## config.mk

```make
export PLATFORM = sky130hd
export DESIGN_NAME = bpf_square
export DESIGN_NICKNAME = d
export VERILOG_FILES = /design/src/hdl/bpf_pkg.sv /design/src/hdl/bpf_square.sv
export SDC_FILE = /design/constraint.sdc
export NUM_CORES = 2
export LEC_CHECK = 0
export ABC_CLOCK_PERIOD_IN_PS = 2600
export BUFFER_PORTS_ARGS = -buffer_cell sky130_fd_sc_hd__clkbuf_2
export CAP_MARGIN = 0
export CORE_AREA = 2 2 446 493
export CTS_BUF_LIST = sky130_fd_sc_hd__clkbuf_4 sky130_fd_sc_hd__clkbuf_8
export CTS_CLUSTER_DIAMETER = 50
export DETAILED_ROUTE_END_ITERATION = 8
export DIE_AREA = 0 0 448 495
export PLACE_DENSITY = 0.7
export RECOVER_POWER = 50
export REMOVE_ABC_BUFFERS = 1
export SLEW_MARGIN = 20
export SYNTH_ARGS = -nofsm -noshare
export SYNTH_HDL_FRONTEND = slang
export SYNTH_SLANG_ARGS = --single-unit
```

## constraint.sdc

```tcl
create_clock -name clk -period 2.6 [get_ports clk]
set_input_delay 0.26 -clock clk [delete_from_list [all_inputs] [get_ports clk]]
set_output_delay 0.26 -clock clk [all_outputs]
set_load 0.01 [all_outputs]
```

## src/hdl/bpf_pkg.sv

```systemverilog
`default_nettype none
package bpf_pkg;

	localparam int SIDE   = 16;
	localparam int ROW_W  = $clog2(SIDE);
	localparam int POS_W  = 2 * ROW_W;
	localparam int CELLS  = SIDE * SIDE;
	localparam int BYTE_W = 8;

	typedef logic [BYTE_W-1:0] byte_t;
	typedef logic [POS_W-1:0]  pos_t;
	typedef logic [ROW_W-1:0]  coord_t;

	typedef enum logic [1:0] {
		OP_LOAD = 2'd0,
		OP_ENC  = 2'd1,
		OP_DEC  = 2'd2,
		OP_NONE = 2'd3
	} op_t;

	// access bundle for the key square memory
	typedef struct packed {
		logic  wr;
		pos_t  wr_addr;
		byte_t wr_data;
		logic  rd;
		pos_t  rd_addr_a;
		pos_t  rd_addr_b;
	} sq_req_t;

endpackage
`default_nettype wire

```

## src/hdl/bpf_square.sv

```systemverilog
`default_nettype none
module bpf_square
	import bpf_pkg::*;
(
	input  wire     clk,
	input  sq_req_t req,
	output byte_t   cell_a_s2,
	output byte_t   cell_b_s2
);

	byte_t sq_mem [CELLS];

	always_ff @(posedge clk) begin
		if (req.wr) begin
			sq_mem[req.wr_addr] <= req.wr_data;
		end
		if (req.rd) begin
			cell_a_s2 <= sq_mem[req.rd_addr_a];
			cell_b_s2 <= sq_mem[req.rd_addr_b];
		end
	end

endmodule
`default_nettype wire

```

Yosys cells after proc, flatten, opt, wreduce, memory -nomap -nowiden
Memory sizes are Yosys's and may differ from the RTL's. A register that Yosys moved wholly into a read port is not among the register bits.
Index checks and enable logic that the tools add are counted.
Storage, ports and cells
  flip-flop bits (word level): 0
  bits in writable memories: 2048
  bits of input ports: 35
  word-level logic and storage cells: 3
  memories: 1
Memory list
  sq_mem: depth 256, width 8, rd ports 2, clocked after memory_dff 2, wr ports 1, RTL line bpf_square.sv:11  | byte_t sq_mem [CELLS];
Operators by class
  muxes and demuxes: 2
Operators by type and width (count)
  1-bit 2-to-1 mux: 2

Depth between registers and ports, before layout
  depth in word-level cells: 2
  gate-level depth with buffers: 12
  depth with buffers taken out: 6

Worst setup path before layout
OpenSTA, ideal clock, no wires.
  path type: input-to-reg
  from: input req[0] (netlist bit)
  to: register cell_b_s2[0] (read register of sq_mem) (data pin)
  setup time: 277 ps
  arrival time: 2161 ps
  data required time: 2323 ps
  path slack: 162 ps
  stages: 9
  path buffers: 3
  path through: buf_4 -> buf_6 -> buf_2 -> mux4_2 -> mux4_2 -> nand2_1 -> a21oi_1 -> a21oi_1 -> a221oi_2
RTL lines
  start, declared: RTL line bpf_square.sv:6  | input sq_req_t req,
  end, declared: RTL line bpf_square.sv:8  | output byte_t cell_b_s2

==> results.py <==
metrics = {
    "timing": {
        "setup_viol": 4,
        "holdWs_ps": 102,
        "final.setup.tns_ps": -34.7,
        "fin_crit_sh": 1.01,
        "rsz0062_at_grt": "true",
        "tightest_slew_ps": 2140,
        "max-slew-margin-rel": -0.426,
        "finalClockSkew_ps": 70.9,
        "worst_slack_ps": -18.7,
        "slew_violations": 459,
        "fmax_mhz": 382,
        "fin_crit_ps": 2620,
        "hold_viol": 0,
    },
    "finish": {
        "layout.nets": 5827,
        "multi_input_area_sq_mm": 0.0327,
        "area_delta_synth_final_pct": 16.8,
        "drive_gt1_frac": 0.433,
        "stdcell_area_sq_mm": 0.113,
        "seq_area_sq_mm": 0.0620,
        "final_util": 0.522,
        "fill_cells": 17000,
        "fin_cells": 8946,
    },
    "run": {
        "cap_violations": 7,
    },
    "pwr": {
        "power_mw": 71.2,
        "vdd_ir_drop_max_uv": 714,
        "total_leakage_power_nw": 37.2,
        "powerDensity_mw_per_mm2": 628,
    },
    "setup_path": {
        "crit_path_start": "sq_mem[31][0]",
        "cp_data_required_time_ps": 3380,
        "endpoint_kind": "register",
        "worstReg2RegStart": "sq_mem[31][0]",
        "cp_data_arrival_time_ps": 3400,
        "start_kind": "register",
        "worstSetupPathType": "reg -> reg",
        "path_max_fanout": 2,
    },
    "logic_synthesis": {
        "syn_inst": 4847,
        "ys_seq_elements": 2064,
        "async_reset_ff_frac": 0,
        "synthFlopType": "edfxtp_1",
        "synth_area_leaders": "edfxtp_1 64%, mux4_2 24%, mux2i_1 2.4%",
        "synth.avg_cell_area_sq_um": 20.0,
        "ys_seq_area_frac": 0.638,
        "synth_top_area_cell": "edfxtp_1",
        "synth_area_sq_mm": 0.0971,
        "ys_warn_count": 0,
        "synth_top_area_share": 0.638,
        "ys_types": 64,
        "synth-edff-count": 2064,
    },
    "floorplanning": {
        "core_sq_mm": 0.217,
        "die-area_sq_mm": 0.222,
        "die_w_microns": 448,
        "io_pins": 51,
        "die_height_microns": 495,
        "num_rows": 180,
        "initial_core_util": 0.447,
    },
    "clock_tree": {
        "cts_setup_buffers": 0,
        "clockBufferDepth": 4,
        "numCtsBuffers": 333,
        "h-tree-depth": 5,
        "cts_tree": "built",
        "cts_num_sinks": 2064,
        "worstSkewPairLatency_ps": 1070,
        "root_buffer": "clkbuf_8",
        "clk_pin_slew_worst_paths_ps": 60,
    },
    "drt": {
        "via_count": 59100,
        "drtIter0Drc": 9177,
        "totalWireLength_microns": 311000,
        "viasPerCell": 6.61,
        "drtAntennaViolNets": 0,
        "drc_errors": 0,
        "wl_per_cell_microns": 34.7,
        "drtPass1Iterations": 6,
    },
    "status": {
        "violations": "capacitance limit, slew limit, setup timing",
        "run_status": "finished, violations left",
    },
    "global_route": {
        "grt_antenna_before_repair": 11,
        "grt_start_max_net_pins": 93,
        "grt_pass1_vias": 59100,
        "grt_pass1_wl_microns": 436000,
        "track_usage": 0.279,
        "grt-ovfl-total": 0,
    },
    "place": {
        "pre_cts_slack_ps": -1040,
        "placed_area_sq_mm": 0.107,
        "dp_hpwl_microns": 215000,
        "dp_cells": 8351,
        "io_buffers": 50,
        "place_congestion": 0.979,
    },
    "hold_path": {
        "min_path_type": "in -> reg",
        "hold_start": "req[32]",
    },
}
routing by layer:
metal / track usage / part of all wire / up-vias
met3: 0.0700 / 0.12 / 853
met2: 0.432 / 0.47 / 4379
met5: 0 / 0.00057 / -
met1: 0.360 / 0.35 / 30900
met4: 0.160 / 0.068 / 6
li1: - / - / 23000
repair_timing:
item	CTS	global route
endpoints found under the hold margin	1071	0
resized for setup	33	19
pin swaps	6	5
hold buffers	19	0
setup endpoints to repair	10	13
gates cloned	0	0
cells in the final DEF (no fill, tap or decap), types with 79 or more instances in the layout:
cell type	synthesis	routed
edfxtp_1	2064	2064
buf_12	8	105
clkbuf_8	0	339
clkbuf_4	0	87
mux4_2	1051	1051
clkinv_1	4	82
nor2_1	298	297
mux2i_1	236	234
a21oi_1	79	79
buf_4	42	793
nand2_1	114	113
cells by family after synthesis:
| logic type | count (synthesis) | share of synthesized area |
|---|---|---|
| compound gates | 466 | 0.0353 |
| buf+inv | 401 | 0.0273 |
| flops | 2064 | 0.638 |
| mux | 1325 | 0.272 |
| simple gates | 591 | 0.0269 |
layout make-up:
class                   instances  area share
diodes                         12    0.000265
well taps                    2912      0.0321
clock buffers                 413      0.0460
clock inverters               152     0.00881
flip-flops and latches       2064       0.546
inverters                       6    0.000232
multi-input cells            2382       0.289
repair buffers               1005      0.0777
power breakdown:
part / switching, mW / internal [mW] / total (mW)
logic: 4.01 / 3.03 / 7.04
clock network: 12.9 / 14.3 / 27.3
registers: 0.128 / 36.8 / 36.9
total: 17.1 / 54.1 / 71.2
worst paths after layout:
check	end	slack [ps]	depth (start not counted)
max	cell_a_s2[0]	-20	7
max reg2reg	cell_a_s2[0]	-20	7
min reg2reg	cell_b_s2[5]	1080	5
min	sq_mem[29][6]	100	5
worst max-delay path, stage by stage, from the launching register on:
cell and delay [ps]:
edfxtp_1 430, mux4_2 530, mux4_2 530, a22oi_2 320, buf_4 190, nand3_4 120, o31ai_4 170, a211oi_2 60
synthesized netlist by cell type, drive strengths merged (22+ instances only):
library cell,instances
edfxtp,2064
mux4,1051
nor2,299
buf,258
mux2i,236
clkbuf,137
nand2,114
a21oi,79
o221ai,67
a22oi,62
nand3,52
o22ai,48
mux2,38
a221oi,37
o21ai,37
a211oi,28
nor2b,27
a22o,22
state kept, by name, indices dropped and copies added (netlist names):
register / cells
cell_b_s2: 8
sq_mem: 2048
cell_a_s2: 8
(Power assumes the default switching activity.)
