`src/hdl/bpf_pkg.sv`:
```
`default_nettype none
package bpf_pkg;

	localparam int SIDE   = 16;
	localparam int ROW_W  = $clog2(SIDE);
	localparam int POS_W  = 2 * ROW_W;
	localparam int CELLS  = SIDE * SIDE;
	localparam int BYTE_W = 8;

	typedef logic [BYTE_W-1:0] byte_t;
	typedef logic [POS_W-1:0]  pos_t;
	typedef logic [ROW_W-1:0]  coord_t;

	typedef enum logic [1:0] {
		OP_LOAD = 2'd0,
		OP_ENC  = 2'd1,
		OP_DEC  = 2'd2,
		OP_NONE = 2'd3
	} op_t;

	// access bundle for the key square memory
	typedef struct packed {
		logic  wr;
		pos_t  wr_addr;
		byte_t wr_data;
		logic  rd;
		pos_t  rd_addr_a;
		pos_t  rd_addr_b;
	} sq_req_t;

endpackage
`default_nettype wire

```
`src/hdl/bpf_locate.sv`:
```
`default_nettype none
module bpf_locate
	import bpf_pkg::*;
(
	input  wire   clk,
	input  wire   wr_en,
	input  byte_t wr_value,
	input  pos_t  wr_pos,
	input  wire   rd_en,
	input  byte_t rd_value_a,
	input  byte_t rd_value_b,
	output pos_t  pos_a_s1,
	output pos_t  pos_b_s1
);

	// cell of each byte value, one entry per value
	pos_t pos_mem [CELLS];

	always_ff @(posedge clk) begin
		if (wr_en) begin
			pos_mem[wr_value] <= wr_pos;
		end
		if (rd_en) begin
			pos_a_s1 <= pos_mem[rd_value_a];
			pos_b_s1 <= pos_mem[rd_value_b];
		end
	end

endmodule
`default_nettype wire

```
`config.mk`:
```
export PLATFORM = sky130hd
export DESIGN_NAME = bpf_locate
export DESIGN_NICKNAME = d
export VERILOG_FILES = /design/src/hdl/bpf_pkg.sv /design/src/hdl/bpf_locate.sv
export SDC_FILE = /design/constraint.sdc
export NUM_CORES = 2
export LEC_CHECK = 0
export BUFFER_PORTS_ARGS = -buffer_cell sky130_fd_sc_hd__buf_4
export CAP_MARGIN = 25
export CORE_UTILIZATION = 45
export CTS_CLUSTER_DIAMETER = 200
export CTS_CLUSTER_SIZE = 30
export DETAILED_ROUTE_END_ITERATION = 10
export PLACE_DENSITY_LB_ADDON = 0.15
export SETUP_SLACK_MARGIN = 0.3
export SLEW_MARGIN = 5
export SYNTH_ARGS = -nofsm -noshare
export SYNTH_HDL_FRONTEND = slang
export SYNTH_SLANG_ARGS = --single-unit
```
`constraint.sdc`:
```
create_clock -name clk -period 2.6 [get_ports clk]
set_input_delay 0.39 -clock clk [delete_from_list [all_inputs] [get_ports clk]]
set_output_delay 0.39 -clock clk [all_outputs]
set_load 0.1 [all_outputs]
```
; Yosys cells after proc, flatten, opt, wreduce, memory -nomap -nowiden
; Memory sizes are Yosys's and may differ from the RTL's. A register that Yosys moved wholly into a read port is not among the register bits.
; Index checks and enable logic that the tools add are counted.
[word_totals]
ram_bits = 2048
romBits = 0
n_memories = 1
latchBits = 0
regBits = 0
out_inout_bits = 16
[classes]
n_shift = 0
mul = 0
order_cmp = 0
n_eq_ne = 0
reduce_logical = 0
n_addsub = 0
bitwise_logic = 0
div_mod_pow = 0
mux = 2
[memory_table]
columns = name, depth, word_bits, read_ports, rd_ports_with_merged_regs, write_ports, line
row1 = pos_mem, 256, 8, 2, 2, 1, bpf_locate.sv:17  ; pos_t pos_mem [CELLS];
[ops]
columns = cell, n
row1 = two-way mux 1 bit, 2

; Depth between registers and ports, before layout
[logic_depth]
ltp_word = 2
depth_mapped = 12
mapped_depth_nobuf = 6

; Worst setup path after synthesis
; No wires, ideal clock.
[synth_path]
path_type = input to register
startpoint = in rd_value_b[0]
endpoint = reg pos_b_s1[0], read port of pos_mem (data pin)
t_arrival_ns = 2.291
setup_slack_ns = 0.032
stages = 9
n_path_buf = 3
required_time_ns = 2.323
setup_ns = 0.277
path_cell_list = buf_4 buf_6 buf_2 mux4_2 mux4_2 nand2_1 a21oi_1 a21oi_1 a221oi_2
[synth_lines]
columns = element, line
row1 = from (decl), bpf_locate.sv:11  ; input byte_t rd_value_b,
row2 = to (decl), bpf_locate.sv:13  ; output pos_t pos_b_s1

==> results.json <==
{
  "run_status": "finished with violations",
  "violations": "setup timing",
  "via_count": 57172,
  "row_count": 170,
  "gp_congestion": 0.975,
  "setup_violations": 2,
  "dieWidth_microns": 467,
  "fp.dieH_microns": 467,
  "async_flop_share_pct": 0,
  "setup_tns_ps": -188,
  "path_cells": "mux4_2, mux4_2, mux2i_1, buf_4, o21ai_2, buf_6, o211ai_1, a221oi_2, buf_4",
  "finalCritPeriodShare_pct": 105,
  "start_kind": "flop",
  "cts_tree": "yes",
  "whs_ps": 59.8,
  "ys_seq_area_share_pct": 63.8,
  "combPwrFrac_pct": 13.1,
  "synth_flop_cell": "edfxtp_1",
  "p_int_mw": 45.7,
  "grt_pass1_wl_mm": 447,
  "drive_above_1_share_pct": 43.1,
  "critPathRequiredTime_ps": 3150,
  "syn-cell-area_sq_um": 97100,
  "ios": 51,
  "min-delay-start": "rd_en",
  "p_sw_share_pct": 24.4,
  "synth.top_cells.by_area": "edfxtp_1, mux4_2, mux2i_1, nor2_1, o221ai_1",
  "drv_slew": 0,
  "hp-class": "input pin to flop",
  "worst_ep_arrival_time_ps": 3290,
  "yosysMostFrequentCell": "edfxtp_1",
  "clock_path_buffers": 3,
  "core_area_sq_um": 215000,
  "period_needed_ps": 2740,
  "synthCells": 4847,
  "r2r_start": "pos_mem[208][4]",
  "ys_ff_latch": 2064,
  "yosysTopAreaCell": "edfxtp_1",
  "dp_cells": 8472,
  "synthToLayoutAreaGrowth_pct": 14.9,
  "path_delay_family": "multiplexers",
  "ys_types": 64,
  "fin_worst_skew_ps": 48.7,
  "yosys_warnings": 0,
  "drtIter0Drc": 8365,
  "finalHoldViolations": 0,
  "viasPerCell": 6.66,
  "clock_latency_ps": 790,
  "min_path_cells": 1,
  "max_freq_mhz": 365,
  "htreeDepth": 3,
  "final.setup.worst_slack_ps": -140,
  "remaining_drc_errors": 0,
  "ir_drop_mv": 0.502,
  "crit_path_start": "pos_mem[208][4]",
  "worstSetupPathType": "flop to flop",
  "wirelength_mm": 323,
  "synth_top_cell_area_share_pct": 63.8,
  "cpMaxStageDelayCell": "mux4_2",
  "r2r.worst_path.cells": 9,
  "grt_max_degree": 117,
  "grt_pass1_vias": 56665,
  "critPathBufInv": 3,
  "seqPwrFrac_pct": 60.9,
  "fin_nets": 5767,
  "slew_headroom_pct": 19.3,
  "place_hpwl_mm": 232,
  "dr.pass1.iters": 5,
  "p_switching_mw": 14.7,
  "root_buffer": "clkbuf_16",
  "worst_pin_slew_ps": 1200,
  "die-area_sq_um": 218000,
  "stdcell_count": 8579,
  "gr-total-overflow": 0,
  "antenna_found_initial": 15,
  "avgSynthCellArea_sq_um": 20.0,
  "clkPwrFrac_pct": 26.0,
  "clk_pin_slew_ps": 110,
  "dp_slack_ps": -1090,
  "powerDensity_nw_per_um2": 541,
  "synth.top_cells.by_count": "edfxtp_1, mux4_2, nor2_1, mux2i_1, clkbuf_1",
  "portBuffers": 50,
  "slowest_delay_ps": 550,
  "crit_fanout": 2,
  "rsz0062_at_grt": "yes",
  "cts.sinks": 2064,
  "fin_util_pct": 52.0,
  "cts_buffers": 78,
  "start_util_pct": 45.3,
  "grt_usage_pct": 29.5,
  "p_leak_nw": 36.3,
  "syn_nets": 4882,
  "synth-edff-count": 2064,
  "maxCapViolCount": 0,
  "wl_per_cell_microns": 37.7,
  "crit_cells": 9,
  "crit_path_end_kind": "flop",
  "antenna_left": 0
}
-- power groups by stage --
stage | Combinational [mW] | Sequential [mW] | Clock, mW
after floorplan | 3.71 | 37.7 | 0
after global placement | 7.56 | 37.5 | 0
after detailed placement | 7.59 | 37.5 | 0
after CTS | 7.76 | 36.8 | 15.9
after global routing | 8.14 | 36.8 | 16.8
final | 7.92 | 36.8 | 15.7
-- per-layer routing --
metal	track usage (%)	part of all wire, %	up-vias
met2	45.9	47	3066
met1	42.3	40	31075
li1	-	-	22651
met3	5.56	9.7	376
met5	0	0.0062	-
met4	9.57	3.6	4
-- repair_timing --
action / CTS / global route
buffers inserted: 0 / 16
pin swaps: 32 / 16
setup endpoints to repair: 16 / 16
hold buffers: 0 / 0
resized for setup: 108 / 38
cloned: 0 / 1
-- cell type report --
| type | count | area (sq um) |
|---|---|---|
| Fill cell | 16866 | 103000 |
| Antenna cell | 7 | 17.5 |
| Clock inverter | 1 | 8.76 |
| Timing Repair Buffer | 1200 | 10900 |
| Sequential cell | 2064 | 62000 |
| Tap cell | 2838 | 3550 |
| Multi-Input combinational cell | 2382 | 33100 |
| Inverter | 6 | 26.3 |
| Clock buffer | 81 | 2030 |
-- cells in the final DEF, fill, tap and decap left out, types with 6 or more instances in the layout --
cell,synthesis,routed
edfxtp_1,2064,2064
mux4_2,1051,1051
buf_4,42,1031
nor2_1,298,298
mux2i_1,236,235
buf_12,8,126
nand2_1,114,111
clkbuf_16,0,82
a21oi_1,79,72
o221ai_1,65,64
a22oi_1,62,52
nand3_1,52,49
o22ai_1,48,45
mux2_2,38,37
o21ai_0,34,28
nor2b_1,27,26
a221oi_1,32,24
buf_6,44,22
a211oi_1,28,19
a22o_1,22,16
nor3_1,21,15
nand4_1,13,13
o211ai_1,13,13
a221oi_2,5,11
nand2b_1,11,10
and2_1,12,10
a221o_1,10,10
a22oi_2,0,10
a2bb2oi_1,9,9
clkbuf_8,0,8
diode_2,0,7
nor3b_1,7,7
o31ai_1,11,7
a211oi_2,0,7
nand3b_1,6,6
or2_2,6,6
a211o_1,6,6
buf_16,0,6
-- flip-flops by register name (all words and copies together) (netlist names) --
name,flops
pos_a_s1,8
pos_b_s1,8
pos_mem,2048
-- stage by stage --
step / cell area (sq um) / power [mW]
floorplan: 97500 / 41.4
global placement: 109000 / 45.1
detailed placement: 109000 / 45.1
CTS: 111000 / 60.4
global route: 112000 / 61.7
finish: 112000 / 60.4
-- worst paths after layout --
check	end	slack, ps
max reg2reg	pos_b_s1[4]	-140
min	pos_b_s1[4]	60
min reg2reg	pos_a_s1[6]	1160
max	pos_b_s1[4]	-140
-- kinds of logic (layout without fill, tap and decap cells) --
group,Yosys count,after routing,synth area share (%)
compound gates,466,466,3.53
buf+inv,401,1288,2.73
other cells,0,7,0
mux,1325,1325,27.2
flops,2064,2064,63.8
simple gates,591,591,2.69
Note: power is estimated with default switching activity, not from simulation.
