`src/hdl/bpf_pkg.sv`:
```
`default_nettype none
package bpf_pkg;

	localparam int SIDE   = 16;
	localparam int ROW_W  = $clog2(SIDE);
	localparam int POS_W  = 2 * ROW_W;
	localparam int CELLS  = SIDE * SIDE;
	localparam int BYTE_W = 8;

	typedef logic [BYTE_W-1:0] byte_t;
	typedef logic [POS_W-1:0]  pos_t;
	typedef logic [ROW_W-1:0]  coord_t;

	typedef enum logic [1:0] {
		OP_LOAD = 2'd0,
		OP_ENC  = 2'd1,
		OP_DEC  = 2'd2,
		OP_NONE = 2'd3
	} op_t;

	// access bundle for the key square memory
	typedef struct packed {
		logic  wr;
		pos_t  wr_addr;
		byte_t wr_data;
		logic  rd;
		pos_t  rd_addr_a;
		pos_t  rd_addr_b;
	} sq_req_t;

endpackage
`default_nettype wire

```
`src/hdl/bpf_lane.sv`:
```
`default_nettype none
module bpf_lane
	import bpf_pkg::*;
(
	input  pos_t own_pos,
	input  pos_t oth_pos,
	input  wire  decipher,
	output pos_t cell_addr
);

	coord_t own_row, own_col, oth_row, oth_col, step;

	always_comb begin
		own_row = own_pos[POS_W-1:ROW_W];
		own_col = own_pos[ROW_W-1:0];
		oth_row = oth_pos[POS_W-1:ROW_W];
		oth_col = oth_pos[ROW_W-1:0];
		// one less than SIDE steps back with wrap
		step    = decipher ? coord_t'(SIDE - 1) : coord_t'(1);
		if (own_row == oth_row) begin
			cell_addr = {own_row, coord_t'(own_col + step)};
		end else if (own_col == oth_col) begin
			cell_addr = {coord_t'(own_row + step), own_col};
		end else begin
			cell_addr = {oth_row, own_col};
		end
	end

endmodule
`default_nettype wire

```
`config.mk`:
```
export PLATFORM = sky130hd
export DESIGN_NAME = bpf_lane
export DESIGN_NICKNAME = d
export VERILOG_FILES = /design/src/hdl/bpf_pkg.sv /design/src/hdl/bpf_lane.sv
export SDC_FILE = /design/constraint.sdc
export NUM_CORES = 1
export LEC_CHECK = 0
export ABC_AREA = 1
export BUFFER_PORTS_ARGS = -buffer_cell sky130_fd_sc_hd__buf_2
export CAP_MARGIN = 15
export CELL_PAD_IN_SITES_DETAIL_PLACEMENT = 1
export CELL_PAD_IN_SITES_GLOBAL_PLACEMENT = 1
export CORE_MARGIN = 2
export CORE_UTILIZATION = 28
export DETAILED_ROUTE_END_ITERATION = 8
export PLACE_DENSITY_LB_ADDON = 0.1
export SLEW_MARGIN = 0
export SYNTH_ARGS = -nofsm -noshare
export SYNTH_HDL_FRONTEND = slang
export SYNTH_SLANG_ARGS = --single-unit
export TNS_END_PERCENT = 20
```
`constraint.sdc`:
```
create_clock -name vclk -period 1.2
set_input_delay 0.24 -clock vclk [all_inputs]
set_output_delay 0.24 -clock vclk [all_outputs]
set_load 0.05 [all_outputs]
```
## Word level (Yosys, flattened, before mapping)

Cells that the tools add are included.

| storage, ports and cells | value |
|---|---|
| flip-flop bits (word level) | 0 |
| bits of input ports | 17 |
| word-level logic and storage cells | 7 |

| cells by class | value |
|---|---|
| muxes and demuxes | 3 |
| equal/unequal tests | 2 |
| add/subtract/negate cells | 2 |

Operators with widths:

| cell | number |
|---|---|
| 8-bit two-way mux | 2 |
| 4-bit adder | 2 |
| 4-bit equality test | 2 |
| 4-bit two-way mux | 1 |

## Longest topological paths before layout

Gate-level depths: netlist (run 1).

| depth | value |
|---|---|
| depth in word-level cells | 4 |
| depth in mapped cells | 9 |

## Worst setup path after synthesis (run 1)

Ideal clock, no wire load.

| timing path | value |
|---|---|
| path kind | in2out |
| from | in own_pos[0] |
| to | out cell_addr[2] |
| data required time | 0.960 ns |
| slack | -1.000 ns |
| cell stages on the path | 4 |
| path buffers | 0 |
| data arrival time | 1.960 ns |
| cell sequence | inv_2 -> fa_1 -> xor2_1 -> o21ai_0 |

| on the way | value |
|---|---|
| word-level cells in the longest chain between the ends | 2 |

RTL lines:

| element | RTL line | text |
|---|---|---|
| from (decl) | bpf_lane.sv:5 | `input pos_t own_pos,` |
| 4-bit adder | bpf_lane.sv:21 | `cell_addr = {own_row, coord_t'(own_col + step)};` |
| 8-bit two-way mux | bpf_lane.sv:20 | `if (own_row == oth_row) begin` |
| to (decl) | bpf_lane.sv:8 | `output pos_t cell_addr` |

Every way passes these cells.

## Worst setup path after layout (run 1)

| timing path | value |
|---|---|
| from | in decipher |
| to | out cell_addr[3] |

| on the way | value |
|---|---|
| word-level cells in the longest chain between the ends | 3 |

RTL lines:

| element | RTL line | text |
|---|---|---|
| from (decl) | bpf_lane.sv:7 | `input wire decipher,` |
| 4-bit two-way mux | bpf_lane.sv:19 | `step = decipher ? coord_t'(SIDE - 1) : coord_t'(1);` |
| 4-bit adder | bpf_lane.sv:21 |  |
| 8-bit two-way mux | bpf_lane.sv:20 |  |

Every way passes these cells.

==> run_results.csv, run 1 <==
group,metric,value,unit
timing,fin_ws,-0.444,ns
floorplanning,core,1900,um^2
floorplanning,rows,16,
synth,yosys-top-cells-area,"nand2_1 (32%), inv_1 (12%), xor2_1 (11%)",
timing,fin_setup_tns,-2.75,ns
timing,fmax,608,MHz
route,remaining_drc_errors,0,
route,wl_per_cell,10.8,um
global_routing,grt-ovfl-total,0,
layout,num-clock-buffers,0,
critical_path,cp.required,0.96,ns
route,viasPerCell,4.27,
synth,syn-instance-count,106,
pwr,p_per_area,535,nW/um^2
layout,seqCellArea,0,um^2
synth,yosys.area.top_type,"nand2_1",
layout,area_delta_synth_final,93.9,%
floorplanning,fp.dieW,48.4,um
layout,instances_no_fill,172,
pwr,comb_power_share,1.000,
run_status,run_status,"finished with violations",
synth,synth_area,552,um^2
timing,period_share,1.37,
synth,synthDistinctLibCells,16,
layout,drive_above_1_share,0.483,
synth,ys_warn_count,0,
synth,synth_simple_gate_area_frac,0.488,
pwr,vdd_drop_max,0.242,mV
critical_path,cp-end-kind,"output pin",
run_status,violations,"negative setup slack",
synth,synth_fa_ha_area_frac,0.163,
pwr,swShare,0.557,
pwr,power.total,0.000573,W
synth,synth_area_per_cell,5.21,um^2
placement,placed_area,950,um^2
placement,dp_hpwl,1.65,mm
route,wirelength,1.85,mm
placement,placedCellCount,172,
global_routing,grt_pass1_wl,3.24,mm
critical_path,cp-start-kind,"input port",
synth,syn-num-nets,129,
synth,synth_mux_area_frac,0,
global_routing,track_usage,0.166,
timing,setup_violations,8,
clock_tree,cts_hold_buf,0,
route,vias,734,
global_routing,grt_max_degree,11,
synth,synth_top_family_by_area,"simple AND/OR/NAND/NOR gates",
synth,synth_top_area_frac,0.320,
route,dr.pass1.iters,2,
route,drt_iter0_drc,4,
pwr,power.clock.fraction,0,
synth,synth_compound_area_frac,0.0363,
placement,gp_congestion,0.785,
layout,nets,170,
layout,num_antenna_cells,0,
timing,slew_violations,0,
pwr,p_int,0.000254,W
floorplanning,die_y,48.4,um
floorplanning,die_area,2340,um^2
job,cap_viol_max_count,0,
critical_path,worstPathMaxFanout,6,
timing,hold_violations,0,
pwr,p_leak,0.600,nW
synth,ys_seq_area_frac,0,
timing,hold_slack,0.904,ns
critical_path,path_class,"input port to output pin",
pwr,power_switching,0.000319,W
global_routing,antenna_found_initial,0,
layout,final_common_cell,"nand2_1",
layout,final_cell_mix,"nand2_1 (40), inv_1 (17), buf_2 (14)",
layout,fin_area,1070,um^2
timing,timing.slew.headroom,0.873,
global_routing,first_global_vias,749,
route,route.antenna.remaining_nets,0,
critical_path,critPathArrivalTime,1.40,ns
timing,tightestPinTransition,0.190,ns
placement,place.port_buffers,25,
timing,rsz0062_at_grt,"true",
layout,design.seq.count,0,
floorplanning,pin_count,25,
pwr,p_seq_frac,0,
worst_hold_path,hold_path_class,"input port to output pin",
floorplanning,initial_core_util,0.290,
synth,synth_xor_area_frac,0.156,
timing,min_period,1.64,ns
[through the flow]
| step | worst slack [ns] | util |
|---|---|---|
| 4_1_cts | -0.504 | 0.546 |
| 2_1_floorplan | -0.176 | - |
| 3_5_place_dp | -0.613 | 0.499 |
| 5_1_grt | -0.484 | 0.563 |
| 3_3_place_gp | -0.556 | 0.499 |
| 6_report | -0.444 | 0.563 |
[metal layers]
metal | global-route usage | wire length [um] | vias to the layer above
met3 | 0.00926 | 52 | 0
met5 | 0 | 0 | -
met1 | 0.196 | 789 | 328
met2 | 0.345 | 1010 | 14
li1 | - | - | 392
met4 | 0 | 0 | 0
[logic make-up after synthesis]
logic type	count (synthesis)
and+or+nand+nor	66
AOI/OAI and AO/OA	4
buffers and inverters	21
xor gates and xnor gates	9
adders and majority gates	6
[cell usage after synthesis (all sizes together)]
master  number
nand2       48
nor2         8
and2         1
xor2         8
ha           4
a21oi        1
buf          1
o21ai        3
xnor2        1
fa           2
nand3        9
inv         20
[worst paths after layout]
| kind | from | cells after the start | end |
|---|---|---|---|
| worst max-delay path | decipher | 10 | cell_addr[3] |
| worst min-delay path | own_pos[5] | 4 | cell_addr[5] |
[power by group through the flow]
| stage | Sequential, W | Clock, W | Combinational, W |
|---|---|---|---|
| 2_1_floorplan | 0 | 0 | 0.000326 |
| 3_3_place_gp | 0 | 0 | 0.000480 |
| 3_5_place_dp | 0 | 0 | 0.000495 |
| 4_1_cts | 0 | 0 | 0.000561 |
| 5_1_grt | 0 | 0 | 0.000623 |
| 6_report | 0 | 0 | 0.000573 |
[worst max-delay path, stage by stage]
cell     delay (ns)
buf_12         0.11
buf_6          0.11
ha_4           0.27
nand2_2        0.05
nor2_2         0.09
nor2_2         0.06
and2_4         0.13
o21ai_2        0.12
nand2_2        0.08
buf_8          0.15
[timing repair]
| action | 4_1_cts | 5_1_grt |
|---|---|---|
| endpoints found under the setup margin | 8 | 8 |
| setup buffers | 0 | 0 |
| hold endpoints to repair | 0 | 0 |
| resized for setup | 28 | 9 |
| pin swaps | 10 | 6 |
[final cells by class]
cell class	count	area, um^2
well taps	27	33.8
fillers	263	832
repair buffers	40	352
multi-input cells	85	607
inverters	20	77.6
Power figures use the tool's default switching activity.
==> run 2: changes to the inputs <==
- CORE_UTILIZATION: 28 -> 31
- SETUP_SLACK_MARGIN: not set -> 0.1
- clock period: 1.2 -> 1.8 ns (I/O delays scaled with it)
==> run_results.csv, run 2 (same netlist as run 1, synthesis figures left out) <==
group,metric,value,unit
timing,period_share,1.04,
pwr,power.clock.fraction,0,
timing,hold_violations,0,
layout,num_antenna_cells,0,
layout,num-clock-buffers,0,
pwr,power.total,0.000407,W
pwr,comb_power_share,1.000,
layout,instances_no_fill,171,
layout,design.seq.count,0,
pwr,p_int,0.000173,W
critical_path,cp-end-kind,"output pin",
global_routing,first_global_vias,819,
floorplanning,rows,15,
route,wl_per_cell,15.0,um
route,viasPerCell,4.68,
route,route.antenna.remaining_nets,0,
run_status,violations,"negative setup slack",
critical_path,path_class,"input port to output pin",
global_routing,grt_max_degree,8,
layout,drive_above_1_share,0.507,
timing,rsz0062_at_grt,"true",
floorplanning,pin_count,25,
timing,min_period,1.88,ns
pwr,power_switching,0.000233,W
timing,fin_setup_tns,-0.274,ns
layout,area_delta_synth_final,96.8,%
global_routing,antenna_found_initial,0,
timing,slew_violations,0,
pwr,p_per_area,374,nW/um^2
pwr,p_leak,0.590,nW
timing,fmax,532,MHz
timing,setup_violations,6,
global_routing,grt-ovfl-total,0,
route,drt_iter0_drc,2,
floorplanning,die_y,46.2,um
pwr,p_seq_frac,0,
route,remaining_drc_errors,0,
clock_tree,cts_hold_buf,0,
placement,dp_hpwl,1.62,mm
pwr,swShare,0.574,
floorplanning,fp.dieW,46.2,um
timing,timing.slew.headroom,0.863,
layout,nets,171,
floorplanning,die_area,2130,um^2
placement,place.port_buffers,25,
pwr,vdd_drop_max,0.184,mV
critical_path,cp-start-kind,"input port",
floorplanning,initial_core_util,0.323,
timing,tightestPinTransition,0.206,ns
route,wirelength,2.57,mm
placement,gp_congestion,0.754,
route,vias,800,
worst_hold_path,hold_path_class,"input port to output pin",
critical_path,worstPathMaxFanout,5,
global_routing,track_usage,0.226,
global_routing,grt_pass1_wl,3.51,mm
route,dr.pass1.iters,2,
placement,placedCellCount,169,
layout,final_common_cell,"nand2_1",
floorplanning,core,1710,um^2
layout,seqCellArea,0,um^2
critical_path,cp.required,1.44,ns
placement,place_ws,-0.184,ns
run_status,run_status,"finished with violations",
critical_path,critPathArrivalTime,1.52,ns
layout,final_cell_mix,"nand2_1 (40), buf_4 (15), inv_1 (14)",
timing,fin_ws,-0.0795,ns
job,cap_viol_max_count,0,
run 2: stage by stage:
step / util / hold WS [ns] / instance area [um^2]
2_1_floorplan: - / 0.934 / 572
3_3_place_gp: 0.481 / 1.16 / 822
3_5_place_dp: 0.481 / 1.16 / 822
4_1_cts: 0.588 / 1.09 / 1000
5_1_grt: 0.636 / 1.12 / 1090
6_report: 0.636 / 1.11 / 1090
run 2: power by group through the flow:
stage               clock (W)  sequential [W]  combinational, W
finish                      0               0          0.000407
detailed placement          0               0          0.000288
global placement            0               0          0.000278
global route                0               0          0.000436
floorplan                   0               0          0.000187
CTS                         0               0          0.000360
run 2: worst paths after layout:
path | start | cells after the start | endpoint
max | decipher | 9 | cell_addr[3]
min | own_pos[1] | 4 | cell_addr[1]
run 2: layout make-up:
cell class	instances	area, um^2
Tap cell	25	31.3
Fill cell	213	622
Inverter	20	75.1
Multi-Input combinational cell	85	624
Timing Repair Buffer	41	355
run 2: metal layers:
metal  part of all wire  global-route usage
met2               0.59               0.469
met4              0.012                   0
met5                  0                   0
met1               0.38               0.267
met3              0.019                   0
run 2: worst max-delay path, cell delays in order:
cell and delay (ns):
buf_8 0.12, ha_4 0.25, nand2_1 0.10, nand2_1 0.09, nor2_2 0.15, and2_1 0.13, o21ai_1 0.07, nand2_1 0.09
buf_6 0.16
run 2: what timing repair did:
action | 4_1_cts | 5_1_grt
buffers inserted | 1 | 1
hold endpoints to repair | 0 | 0
gates resized for setup | 45 | 18
pin swaps | 11 | 5
endpoints found under the setup margin | 8 | 8
==> run 3: changes to the inputs <==
- ABC_AREA: 1 -> not set
- CORE_MARGIN: 2 -> 5
- CORE_UTILIZATION: 31 -> 32
==> run_results.csv, run 3 <==
group,metric,value,unit
synth,synth_top_area_frac,0.166,
global_routing,grt_max_degree,7,
route,wl_per_cell,23.2,um
synth,yosys-top-cells-area,"xor2_1 (17%), xnor2_1 (12%), ha_1 (12%)",
job,cap_viol_max_count,0,
placement,gp_congestion,0.705,
synth,syn-num-nets,75,
placement,place.port_buffers,25,
global_routing,grt-ovfl-total,0,
synth,synth_area,422,um^2
floorplanning,die_area,2140,um^2
critical_path,path_class,"input port to output pin",
layout,seqCellArea,0,um^2
run_status,run_status,"finished with violations",
run_status,violations,"negative setup slack",
critical_path,cp-start-kind,"input port",
floorplanning,initial_core_util,0.332,
route,remaining_drc_errors,0,
global_routing,first_global_vias,684,
route,vias,608,
timing,min_period,2.31,ns
timing,fin_setup_tns,-3.23,ns
synth,yosys.area.top_type,"xor2_1",
synth,syn-instance-count,52,
synth,synth.most_common_cell,"xor2_1",
route,viasPerCell,5.43,
synth,synthTopCellsByCount,"xor2_1 (8), inv_1 (6), xnor2_1 (6), nand2_1 (5)",
timing,fmax,433,MHz
critical_path,cp.required,1.44,ns
worst_hold_path,hold_path_class,"input port to output pin",
critical_path,crit_family,"simple AND/OR/NAND/NOR gates",
route,wirelength,2.60,mm
pwr,p_per_area,410,nW/um^2
global_routing,antenna_found_initial,1,
critical_path,worstPathMaxFanout,2,
floorplanning,core,1270,um^2
critical_path,slowest_delay,0.56,ns
floorplanning,pin_count,25,
floorplanning,rows,13,
timing,fin_ws,-0.509,ns
layout,num_antenna_cells,0,
critical_path,cp-end-kind,"output pin",
route,drt_iter0_drc,7,
layout,drive_above_1_share,0.680,
floorplanning,fp.dieW,46.3,um
placement,place_ws,-0.580,ns
critical_path,crit_top_cell,"buf_8",
worst_hold_path,min_path_cells,3,
timing,timing.slew.headroom,0.738,
route,route.antenna.remaining_nets,0,
timing,slew_violations,0,
placement,dp_hpwl,1.42,mm
pwr,power.total,0.000372,W
critical_path,path_depth,8,
route,dr.pass1.iters,4,
floorplanning,die_y,46.3,um
layout,final_common_cell,"buf_4",
layout,fin_area,908,um^2
timing,tightestPinTransition,0.391,ns
critical_path,critPathBufInv,2,
pwr,p_leak,0.443,nW
layout,area_delta_synth_final,115,%
layout,final_core_util,0.716,
clock_tree,cts_hold_buf,0,
synth,synthDistinctLibCells,19,
layout,final_cell_mix,"buf_4 (20), buf_2 (15), buf_6 (8)",
synth,ys_seq_area_frac,0,
synth,ys_warn_count,0,
timing,setup_violations,8,
global_routing,grt_pass1_wl,3.56,mm
timing,period_share,1.28,
layout,design.seq.count,0,
critical_path,path_cells,"buf_8 -> ha_4 -> a21o_1 -> a21oi_2 -> xnor2_2 -> or4b_4 -> nand3_4 -> buf_8",
layout,fillers,132,
layout,nets,122,
timing,hold_violations,0,
critical_path,critPathArrivalTime,1.95,ns
placement,placed_area,777,um^2
critical_path,crit_slowest_cell,"or4b_4",
pwr,vdd_drop_max,0.243,mV
timing,rsz0062_at_grt,"true",
layout,num-clock-buffers,0,
synth,synth_area_per_cell,8.11,um^2
global_routing,track_usage,0.240,
run 3: cell count changes in the layout (fill, tap and decap cells not counted), sizes merged, moves of 3 or more:
cell,change
nor2,-6
buf,+5
inv,-14
a21oi,+3
nand3,-7
xnor2,+5
nand2,-43
run 3: kinds of logic (layout without fill, tap and decap cells):
family,count (synthesis),in the layout,share of synthesized area
adders and majority gates,6,6,0.214
buffers and inverters,7,52,0.0653
and+or+nand+nor,13,13,0.229
xor gates and xnor gates,14,14,0.291
muxes,3,3,0.0742
AOI/OAI and AO/OA,9,9,0.128
run 3: through the flow:
stage                     hold slack (ns)  instances
after floorplan                     0.837         52
after global placement               1.18        109
after detailed placement             1.19        109
after CTS                            1.11        111
after global routing                 1.15        112
final                                1.14        112
run 3: area by class of cell:
| cell class | instances | area, um^2 | share of cell area |
|---|---|---|---|
| well taps | 15 | 18.8 | 0.0207 |
| multi-input cells | 45 | 507 | 0.558 |
| repair buffers | 46 | 360 | 0.397 |
| inverters | 6 | 22.5 | 0.0248 |
run 3: report_power, final:
part	internal, W	leakage, nW	switching, W
registers	0	0	0
logic	0.000166	0.443	0.000206
clock network	0	0	0
total	0.000166	0.443	0.000206
run 3: what timing repair did:
item	CTS	global route
gates resized for setup	28	3
pin swaps	5	4
setup endpoints to repair	8	8
buffers inserted	2	1
gates cloned	0	0
run 3: per-layer routing:
metal,wire [um],global-route usage
met5,11,0
met3,183,0.00781
met1,977,0.284
met4,63,0.0170
met2,1370,0.481
run 3: path summary, 6_finish.rpt:
path	from	to	slack [ns]
setup / recovery	own_pos[5]	cell_addr[7]	-0.51
hold / removal	own_pos[2]	cell_addr[2]	1.14
